`src/fcre_pkg.sv`:
```
`timescale 1ns / 1ps

package fcre_pkg;

	localparam int MAX_COLUMNS = 512;
	localparam int MAX_ROWS    = 512;

	localparam int COL_W       = $clog2(MAX_COLUMNS);
	localparam int ROW_W       = $clog2(MAX_ROWS);
	localparam int STORE_DEPTH = MAX_COLUMNS * MAX_ROWS;
	localparam int ADDR_W      = $clog2(STORE_DEPTH);

	localparam int LEVEL_W    = 8;
	localparam int DIM_W      = 10;
	localparam int POS_W      = 9;
	localparam int KIND_W     = 2;
	localparam int CFG_IDX_W  = 2;
	localparam int CFG_DATA_W = 10;

	localparam int CMP_W0 = (COL_W + 1 > DIM_W) ? COL_W + 1 : DIM_W;
	localparam int CMP_W  = (ROW_W + 1 > CMP_W0) ? ROW_W + 1 : CMP_W0;

	localparam int QDEPTH = 16;
	localparam int QPTR_W = $clog2(QDEPTH);
	localparam int QCNT_W = $clog2(QDEPTH + 1);

	localparam logic [CFG_IDX_W-1:0] CFG_THRESHOLD = 2'd0;
	localparam logic [CFG_IDX_W-1:0] CFG_WIDTH     = 2'd1;
	localparam logic [CFG_IDX_W-1:0] CFG_HEIGHT    = 2'd2;

	localparam logic [LEVEL_W-1:0] THRESHOLD_RST = 8'd128;
	localparam logic [DIM_W-1:0]   WIDTH_RST     = 10'd480;
	localparam logic [DIM_W-1:0]   HEIGHT_RST    = 10'd360;

	typedef enum logic [KIND_W-1:0] {
		KIND_RUN_START = 2'd0,
		KIND_RUN_END   = 2'd1,
		KIND_ROW       = 2'd2,
		KIND_FRAME     = 2'd3
	} kind_t;

	// results caused by one pixel
	typedef struct packed {
		logic             has_run;
		logic             run_end;
		logic [COL_W-1:0] col;
		logic             has_row;
		logic [ROW_W-1:0] row;
		logic             has_frame;
	} rgrp_t;

	function automatic logic [CMP_W-1:0] clamp_dim(input logic [DIM_W-1:0] v,
			input logic [CMP_W-1:0] lim);
		logic [CMP_W-1:0] ext;
		ext = CMP_W'(v);
		if (v == '0) begin
			return CMP_W'(1);
		end else if (ext > lim) begin
			return lim;
		end
		return ext;
	endfunction

	function automatic logic [POS_W-1:0] pos_of_col(input logic [COL_W-1:0] c);
		logic [COL_W+POS_W-1:0] t;
		t = {{POS_W{1'b0}}, c};
		return t[POS_W-1:0];
	endfunction

	function automatic logic [POS_W-1:0] pos_of_row(input logic [ROW_W-1:0] r);
		logic [ROW_W+POS_W-1:0] t;
		t = {{POS_W{1'b0}}, r};
		return t[POS_W-1:0];
	endfunction

endpackage

```
`src/fcre_queue.sv`:
```
`timescale 1ns / 1ps

module fcre_queue (
	input  logic                        clk,
	input  logic                        arst_n,
	input  logic                        push,
	input  fcre_pkg::rgrp_t             push_grp,
	output logic [fcre_pkg::QCNT_W-1:0] cnt,
	output logic                        out_valid,
	input  logic                        out_stall,
	output logic [fcre_pkg::KIND_W-1:0] kind,
	output logic [fcre_pkg::POS_W-1:0]  position,
	output logic                        last
);

	import fcre_pkg::*;

	rgrp_t              mem_q [QDEPTH];
	logic [QPTR_W-1:0]  wr_ptr_q;
	logic [QPTR_W-1:0]  rd_ptr_q;
	logic [QCNT_W-1:0]  cnt_q;
	logic [2:0]         done_q;

	rgrp_t              head;
	logic [2:0]         present;
	logic [2:0]         pending;
	logic [2:0]         cur;
	logic               pop;
	logic               xfer;
	kind_t              kind_sel;

	always_comb begin
		head      = mem_q[rd_ptr_q];
		present   = {head.has_frame, head.has_row, head.has_run};
		pending   = present & ~done_q;
		cur       = pending & (~pending + 3'd1);
		last      = (pending & ~cur) == 3'b000;
		out_valid = cnt_q != '0;
		xfer      = out_valid && !out_stall;
		pop       = xfer && last;
		if (cur[0]) begin
			kind_sel = head.run_end ? KIND_RUN_END : KIND_RUN_START;
			position = pos_of_col(head.col);
		end else if (cur[1]) begin
			kind_sel = KIND_ROW;
			position = pos_of_row(head.row);
		end else begin
			kind_sel = KIND_FRAME;
			position = '0;
		end
		kind = kind_sel;
	end

	always_ff @(posedge clk) begin
		if (push) begin
			mem_q[wr_ptr_q] <= push_grp;
		end
	end

	always_ff @(posedge clk or negedge arst_n) begin
		if (!arst_n) begin
			wr_ptr_q <= '0;
			rd_ptr_q <= '0;
			cnt_q    <= '0;
			done_q   <= '0;
		end else begin
			if (push) begin
				wr_ptr_q <= (wr_ptr_q == QPTR_W'(QDEPTH - 1)) ? '0 : wr_ptr_q + QPTR_W'(1);
			end
			if (pop) begin
				rd_ptr_q <= (rd_ptr_q == QPTR_W'(QDEPTH - 1)) ? '0 : rd_ptr_q + QPTR_W'(1);
				done_q   <= '0;
			end else if (xfer) begin
				done_q <= done_q | cur;
			end
			if (push && !pop) begin
				cnt_q <= cnt_q + QCNT_W'(1);
			end else if (pop && !push) begin
				cnt_q <= cnt_q - QCNT_W'(1);
			end
		end
	end

	assign cnt = cnt_q;

	a_no_overflow: assert property (@(posedge clk) disable iff (!arst_n)
		push |-> (cnt_q < QCNT_W'(QDEPTH) || pop))
		else $error("result queue overflow");

	a_head_has_part: assert property (@(posedge clk) disable iff (!arst_n)
		out_valid |-> (pending != 3'b000))
		else $error("queued group has nothing left to send");

	a_done_subset: assert property (@(posedge clk) disable iff (!arst_n)
		out_valid |-> ((done_q & ~present) == 3'b000))
		else $error("sent mask outside the group's results");

endmodule

```
`config.mk`:
```
export PLATFORM = sky130hd
export DESIGN_NAME = fcre_queue
export DESIGN_NICKNAME = d
export VERILOG_FILES = /design/src/fcre_pkg.sv /design/src/fcre_queue.sv
export SDC_FILE = /design/constraint.sdc
export NUM_CORES = 1
export LEC_CHECK = 0
export CAP_MARGIN = 40
export CORE_MARGIN = 2
export CORE_UTILIZATION = 28
export CTS_CLUSTER_DIAMETER = 120
export CTS_CLUSTER_SIZE = 25
export DETAILED_ROUTE_END_ITERATION = 7
export DONT_BUFFER_PORTS = 1
export PLACE_DENSITY = 0.49
export SYNTH_ARGS = -nofsm -noshare
export SYNTH_HDL_FRONTEND = slang
export SYNTH_SLANG_ARGS = --single-unit
```
`constraint.sdc`:
```
create_clock -name clk -period 3.9 [get_ports clk]
set_input_delay 0.78 -clock clk [delete_from_list [all_inputs] [get_ports clk]]
set_output_delay 0.78 -clock clk [all_outputs]
set_load 0.01 [all_outputs]
```
==> impl_metrics.py, run 1 <==
metrics = {
    "run_status": {
        "run_status": "finished clean",
    },
    "yosys": {
        "syn-cell-area_mm2": 0.01456,
        "syn_area_per_cell_um2": 21.25,
        "post_synth_inst_count": 685,
        "synth-seq-cells": 368,
        "synth_top_flop_cell": "sky130_fd_sc_hd__edfxtp_1",
        "synth_nets": 721,
        "synth_sequential_area_ratio_pct": 75.37,
        "synth_edf_count": 352,
        "syn_warnings": 0,
        "synth_async_sr_flop_share_pct": 4.348,
        "ys_types": 38,
    },
    "power": {
        "p_sw_uw": 3580,
        "total_leakage_power_uw": 0.005098,
        "power.share.clock_pct": 18.5,
        "seq_power_share_pct": 44.8,
        "cellInternalPower_uw": 7638,
        "powerDensity_mw_per_mm2": 682.4,
        "power.share.combinational_pct": 36.7,
        "power.share.switching_pct": 31.92,
        "worst_ir_drop_on_vdd_uv": 292.4,
    },
    "worst_setup_path": {
        "worst_ep_arrival_time_ns": 2.96,
        "crit_required_ns": 3.12,
        "cp_num_buf_inv": 4,
        "crit_path_max_fo": 9,
        "crit_path_frequent_cell": "sky130_fd_sc_hd__buf_4",
        "cp_top_family": "buffers and inverters",
        "nature_of_the_critical_path_startpoint": "flip-flop",
        "critical_path_class": "flip-flop to output pin",
        "critical-path-max-stage-delay_ns": 0.55,
        "critPathCaptureType": "output pin",
        "critPathSlowestCell": "sky130_fd_sc_hd__dfrtp_4",
        "worstPathCellList": "buf_4, buf_4, nor2_1, a211oi_1, and3_1, a31oi_1, buf_4, nand2b_2, o22ai_1, buf_4",
    },
    "place": {
        "port_buffers": 0,
        "postPlaceCellArea_mm2": 0.01580,
        "dpl.cell_count": 1366,
        "gp_routability_congestion": 0.7203,
        "sum_of_net_half_perimeters_after_detailed_placement_um": 19770,
    },
    "global_routing": {
        "vias_in_the_first_global_route": 6926,
        "grt_start_max_net_pins": 45,
        "grt_util_all_layers_pct": 12.24,
        "first_pass_grt_wire_length_um": 48270,
        "grt_overflow": 0,
        "initial_antenna_violation_count": 0,
    },
    "clock_network": {
        "number_of_h_tree_levels": 1,
        "cts.sinks": 368,
        "cts-buffers-inserted": 18,
        "worst_skew_pair.late_latency_ns": 0.53,
        "max-clock-path-buffers": 3,
        "clkTransAtPathRegs_ns": 0.10,
        "clockRootBuffer": "sky130_fd_sc_hd__clkbuf_16",
        "cts_tree": "built",
    },
    "sta": {
        "hold_viol": 0,
        "final-max-slew-violation-count": 0,
        "period_minus_slack_ns": 3.737,
        "finalSetupViolCount": 0,
        "setup_repair_after_global_routing_missed_its_margin": "false",
        "slew_hr_pct": 47.80,
        "worst-slew-pin-transition_ns": 0.7805,
        "timing.fmax_mhz": 267.6,
        "finClkSkew_ns": 0.01232,
        "min_period_over_period_pct": 95.81,
        "fin_tns_setup_ns": 0,
    },
    "floorplanning": {
        "die_height_um": 232.0,
        "design.die.area_mm2": 0.05382,
        "boundaryPins": 44,
        "design.core.area_mm2": 0.05130,
        "fp.dieW_um": 232.0,
        "fp-row-count": 83,
        "initial_core_util_pct": 28.37,
    },
    "drt": {
        "routed_via_density": 4.625,
        "firstDrtPassIters": 4,
        "routed_wirelength_um": 32350,
        "detail-route-antenna-nets": 0,
        "wl_per_cell_um": 23.11,
        "drcViolationCount": 0,
        "route.vias.total": 6475,
        "initialDrtViolationCount": 572,
    },
    "final_layout": {
        "final_core_utilization_pct": 32.04,
        "antenna_cells_inserted": 0,
        "finalNonFillerCells": 1400,
        "flow.area_growth_from_synthesis_pct": 12.95,
        "fillers": 4900,
        "layout-drive-gt1-share_pct": 28.19,
        "mostFrequentLayoutCell": "sky130_fd_sc_hd__edfxtp_1",
        "layout_common_cells": "352 x sky130_fd_sc_hd__edfxtp_1, 93 x sky130_fd_sc_hd__mux4_2, 30 x sky130_fd_sc_hd__buf_4",
        "layout_nets": 751,
        "final_area_mm2": 0.01644,
    },
    "min_path": {
        "worst_hold_path_type": "input port to flip-flop",
    },
    "flow_run": {
        "cap_violations": 0,
    },
}
## repair_timing
| item | in CTS | in global routing |
|---|---|---|
| hold buffers | 1 | 0 |
| resized for setup | 9 | 5 |
| pin swaps | 0 | 1 |
| hold endpoints to repair | 16 | 0 |
| setup buffers | 4 | 4 |
| setup endpoints to repair | 9 | 8 |
## area by class of cell
class	count	area [um^2]	share of cell area (%)
well taps	680	850.8	5.175
multi-input cells	266	3452	21.00
repair buffers	48	601.8	3.661
inverters	13	48.80	0.2968
clock inverters	1	8.758	0.05328
flip-flops and latches	368	10980	66.81
clock buffers	24	494.2	3.006
## power by group through the flow
stage | Clock, uW | Combinational [uW] | Sequential [uW]
floorplan | 0 | 2940 | 4910
global placement | 0 | 3920 | 5160
detailed placement | 0 | 3990 | 5160
CTS | 2160 | 4150 | 5040
global route | 2280 | 4470 | 5070
finish | 2080 | 4120 | 5020
## registers in the layout, indices dropped and copies added, names as in the netlist
signal    flops
wr_ptr_q      4
rd_ptr_q      4
done_q        3
cnt           5
mem_q       352
## logic make-up after synthesis
logic type | after synthesis | synth area share [%]
adder cells (fa/ha/maj) | 11 | 1.006
AND/OR/NAND/NOR | 73 | 2.398
buffers and inverters | 51 | 1.874
XOR/XNOR | 7 | 0.4212
AO/OA/AOI/OAI | 48 | 2.037
multiplexers | 127 | 16.89
flip-flops | 368 | 75.37
## synth_stat cells (2+ instances only)
cell type,count,share of area [%]
sky130_fd_sc_hd__a21oi_1,16,0.55
sky130_fd_sc_hd__a211oi_1,4,0.21
sky130_fd_sc_hd__xor2_1,2,0.12
sky130_fd_sc_hd__mux2_4,2,0.21
sky130_fd_sc_hd__nand2b_1,8,0.34
sky130_fd_sc_hd__buf_1,2,0.052
sky130_fd_sc_hd__mux2_2,11,0.85
sky130_fd_sc_hd__o22ai_1,9,0.39
sky130_fd_sc_hd__buf_6,7,0.54
sky130_fd_sc_hd__edfxtp_1,352,73
sky130_fd_sc_hd__mux4_2,93,14
sky130_fd_sc_hd__a21o_1,4,0.21
sky130_fd_sc_hd__nand2_1,13,0.34
sky130_fd_sc_hd__o21ai_0,7,0.24
sky130_fd_sc_hd__clkbuf_1,18,0.46
sky130_fd_sc_hd__nor2b_1,6,0.26
sky130_fd_sc_hd__mux2i_1,21,1.4
sky130_fd_sc_hd__nand3_1,6,0.21
sky130_fd_sc_hd__ha_1,9,0.77
sky130_fd_sc_hd__nor3_1,5,0.17
sky130_fd_sc_hd__buf_2,5,0.17
sky130_fd_sc_hd__buf_4,6,0.31
sky130_fd_sc_hd__a31oi_1,3,0.13
sky130_fd_sc_hd__xnor2_1,5,0.30
sky130_fd_sc_hd__nor2_1,28,0.72
sky130_fd_sc_hd__inv_1,13,0.34
sky130_fd_sc_hd__dfrtp_1,16,2.8
sky130_fd_sc_hd__a22oi_1,2,0.10
sky130_fd_sc_hd__and3_1,3,0.13
## through the flow
step	power [uW]	setup slack, ns	hold WS, ns
CTS	11350	0.003245	0.3157
finish	11220	0.1635	0.3375
global route	11820	0.01445	0.3092
floorplan	7855	0.5930	0.4782
detailed placement	9156	0.2770	0.4847
global placement	9080	0.3060	0.4847
## final timing paths
check	start	end	slack (ns)	depth (start not counted)
worst max-delay path	rd_ptr_q[1]$_DFFE_PN0P_	position[0]	0.16	10
worst min-delay path	push	wr_ptr_q[0]$_DFFE_PN0P_	0.34	1
worst max register to register	rd_ptr_q[1]$_DFFE_PN0P_	cnt[4]$_DFFE_PN0P_	0.28	16
worst min register to register	done_q[2]$_DFFE_PN0P_	done_q[2]$_DFFE_PN0P_	0.56	1
max in group asynchronous	arst_n	rd_ptr_q[0]$_DFFE_PN0P_	2.57	1
min in group asynchronous	arst_n	cnt[0]$_DFFE_PN0P_	0.76	1
## metal layers
layer / up-vias / track usage, % / routed length (um)
met5: - / 0 / 0
met3: 26 / 2.480 / 1494
met4: 0 / 2.244 / 426
met1: 3501 / 16.27 / 14290
li1: 2846 / - / -
met2: 102 / 20.87 / 16140
Power figures use the tool's default switching activity.
==> inputs of run 2 (changes only) <==
- CORE_ASPECT_RATIO: default -> 1.2
==> run 2 against run 1 <==
Highest routed layer unchanged. Clock power is essentially flat. Critical path depth down 3. Non-clock buffer count up 4. Largest power group unchanged. Clock-buffer cell count unchanged. Critical endpoint is now position[3].
==> impl_metrics.py, run 2 (same netlist as run 1, synthesis figures left out) <==
metrics = {
    "worst_setup_path": {
        "critical_path_class": "flip-flop to output pin",
        "crit_required_ns": 3.12,
        "crit_path_max_fo": 27,
        "critPathCaptureType": "output pin",
        "cells_on_worst_reg2reg_path": 15,
        "nature_of_the_critical_path_startpoint": "flip-flop",
        "worst_ep_arrival_time_ns": 2.97,
    },
    "power": {
        "power.share.clock_pct": 18.6,
        "powerDensity_mw_per_mm2": 685.8,
        "cellInternalPower_uw": 7650,
        "worst_ir_drop_on_vdd_uv": 339.0,
        "total_power_uw": 11250,
        "total_leakage_power_uw": 0.005096,
        "seq_power_share_pct": 44.5,
        "power.share.combinational_pct": 37.0,
        "p_sw_uw": 3600,
        "power.share.switching_pct": 32.00,
    },
    "final_layout": {
        "final_core_utilization_pct": 31.95,
        "mostFrequentLayoutCell": "sky130_fd_sc_hd__edfxtp_1",
        "fillers": 4868,
        "layout-drive-gt1-share_pct": 28.73,
        "layout_common_cells": "352 x sky130_fd_sc_hd__edfxtp_1, 93 x sky130_fd_sc_hd__mux4_2, 40 x sky130_fd_sc_hd__buf_4",
        "antenna_cells_inserted": 0,
        "register_containing_the_most_flip_flops_in_the_final_layout": "mem_q",
        "finalNonFillerCells": 1421,
        "flow.area_growth_from_synthesis_pct": 12.71,
        "largest_register_ff_count": 352,
        "layout_nets": 755,
    },
    "clock_network": {
        "cts.sinks": 368,
        "clockRootBuffer": "sky130_fd_sc_hd__clkbuf_16",
        "clkTransAtPathRegs_ns": 0.11,
        "max-clock-path-buffers": 3,
        "worst_skew_pair.late_latency_ns": 0.53,
        "cts_tree": "built",
        "number_of_h_tree_levels": 1,
        "cts-buffers-inserted": 18,
    },
    "min_path": {
        "worst_hold_path_type": "input port to flip-flop",
        "timing.hold.worst_path_depth": 1,
    },
    "sta": {
        "final-max-slew-violation-count": 0,
        "postLayoutSetupSlackWorst_ns": 0.1524,
        "finalSetupViolCount": 0,
        "period_minus_slack_ns": 3.748,
        "timing.fmax_mhz": 266.8,
        "fin_worst_hold_slack_ns": 0.3371,
        "hold_viol": 0,
        "worst-slew-pin-transition_ns": 0.8088,
        "min_period_over_period_pct": 96.09,
        "slew_hr_pct": 45.96,
        "finClkSkew_ns": 0.01620,
    },
    "drt": {
        "detail_route.wirelength.met1_um": 14160,
        "met3_wl_um": 1587,
        "drcViolationCount": 0,
        "routed_wirelength_um": 33700,
        "maxUsedRoutingLayer": "met4",
        "detail-route-antenna-nets": 0,
        "wl_per_cell_um": 23.71,
        "routed_via_density": 4.597,
        "met2_wirelength_um": 17410,
        "initialDrtViolationCount": 442,
        "firstDrtPassIters": 5,
        "route.vias.total": 6533,
    },
    "place": {
        "sum_of_net_half_perimeters_after_detailed_placement_um": 20340,
        "port_buffers": 0,
        "dpl.cell_count": 1388,
        "gp_routability_congestion": 0.6899,
        "detailedPlace.worstSlack_ns": 0.2705,
    },
    "global_routing": {
        "first_pass_grt_wire_length_um": 48960,
        "vias_in_the_first_global_route": 6850,
        "grt_util_all_layers_pct": 12.70,
        "grt_start_max_net_pins": 31,
        "initial_antenna_violation_count": 0,
        "grt_overflow": 0,
    },
    "floorplanning": {
        "fp-row-count": 91,
        "fp.dieW_um": 212.1,
        "design.core.area_mm2": 0.05135,
        "initial_core_util_pct": 28.34,
        "die_height_um": 253.8,
        "boundaryPins": 44,
        "design.die.area_mm2": 0.05383,
    },
    "flow_run": {
        "cap_violations": 0,
    },
    "run_status": {
        "run_status": "finished clean",
    },
}
[run 2: cell count changes in the layout (fill, tap and decap cells not counted), sizes merged]
cell | before | now
buf | 47 | 49
clkbuf | 24 | 26
[run 2: worst paths after layout]
kind,start,to,slack (ns)
min in group asynchronous,arst_n,cnt[4]$_DFFE_PN0P_,0.76
setup / recovery,rd_ptr_q[0]$_DFFE_PN0P_,position[3],0.15
hold / removal,push,wr_ptr_q[0]$_DFFE_PN0P_,0.34
hold reg to reg,done_q[2]$_DFFE_PN0P_,done_q[2]$_DFFE_PN0P_,0.56
max in group asynchronous,arst_n,rd_ptr_q[1]$_DFFE_PN0P_,2.57
setup reg to reg,rd_ptr_q[1]$_DFFE_PN0P_,cnt[4]$_DFFE_PN0P_,0.28
[run 2: timing repair]
item | 4_1_cts | 5_1_grt
hold buffers | 1 | 0
setup endpoints to repair | 10 | 9
setup buffers | 4 | 2
hold endpoints to repair | 16 | 0
resized for setup | 2 | 8
gates cloned | 0 | 1
[run 2: final cells by class]
cell class / instances / area [um^2] / area share [%]
inverters: 13 / 48.80 / 0.2974
multi-input cells: 266 / 3458 / 21.08
repair buffers: 52 / 543.0 / 3.310
clock buffers: 24 / 494.2 / 3.013
well taps: 697 / 872.1 / 5.316
clock inverters: 1 / 8.758 / 0.05339
flip-flops and latches: 368 / 10980 / 66.93
[run 2: metal layers]
metal	global-route usage, %	vias up
met2	22.28	106
met5	0	-
met1	16.24	3547
met4	2.837	0
li1	-	2854
met3	2.472	26
[run 2: worst max-delay path, cell delays in order, from the launching register on]
cell                       delay, ns
sky130_fd_sc_hd__dfrtp_4        0.49
sky130_fd_sc_hd__buf_12         0.11
sky130_fd_sc_hd__clkbuf_8       0.34
sky130_fd_sc_hd__mux4_2         0.58
sky130_fd_sc_hd__mux4_2         0.48
sky130_fd_sc_hd__inv_1          0.10
sky130_fd_sc_hd__o22ai_1        0.14
sky130_fd_sc_hd__buf_4          0.18
[run 2: metrics by stage]
stage | instance area, um^2 | TNS, ns
global route | 16410 | -0.01017
CTS | 16320 | 0
finish | 16410 | 0
global placement | 15640 | 0
floorplan | 14560 | 0
detailed placement | 15760 | 0
[run 2: power by group through the flow]
stage	Clock, uW	Sequential [uW]	Combinational [uW]
finish	2090	5000	4160
global route	2290	5050	4500
CTS	2160	5020	4150
detailed placement	0	5140	4050
global placement	0	5130	4000
floorplan	0	4910	2940
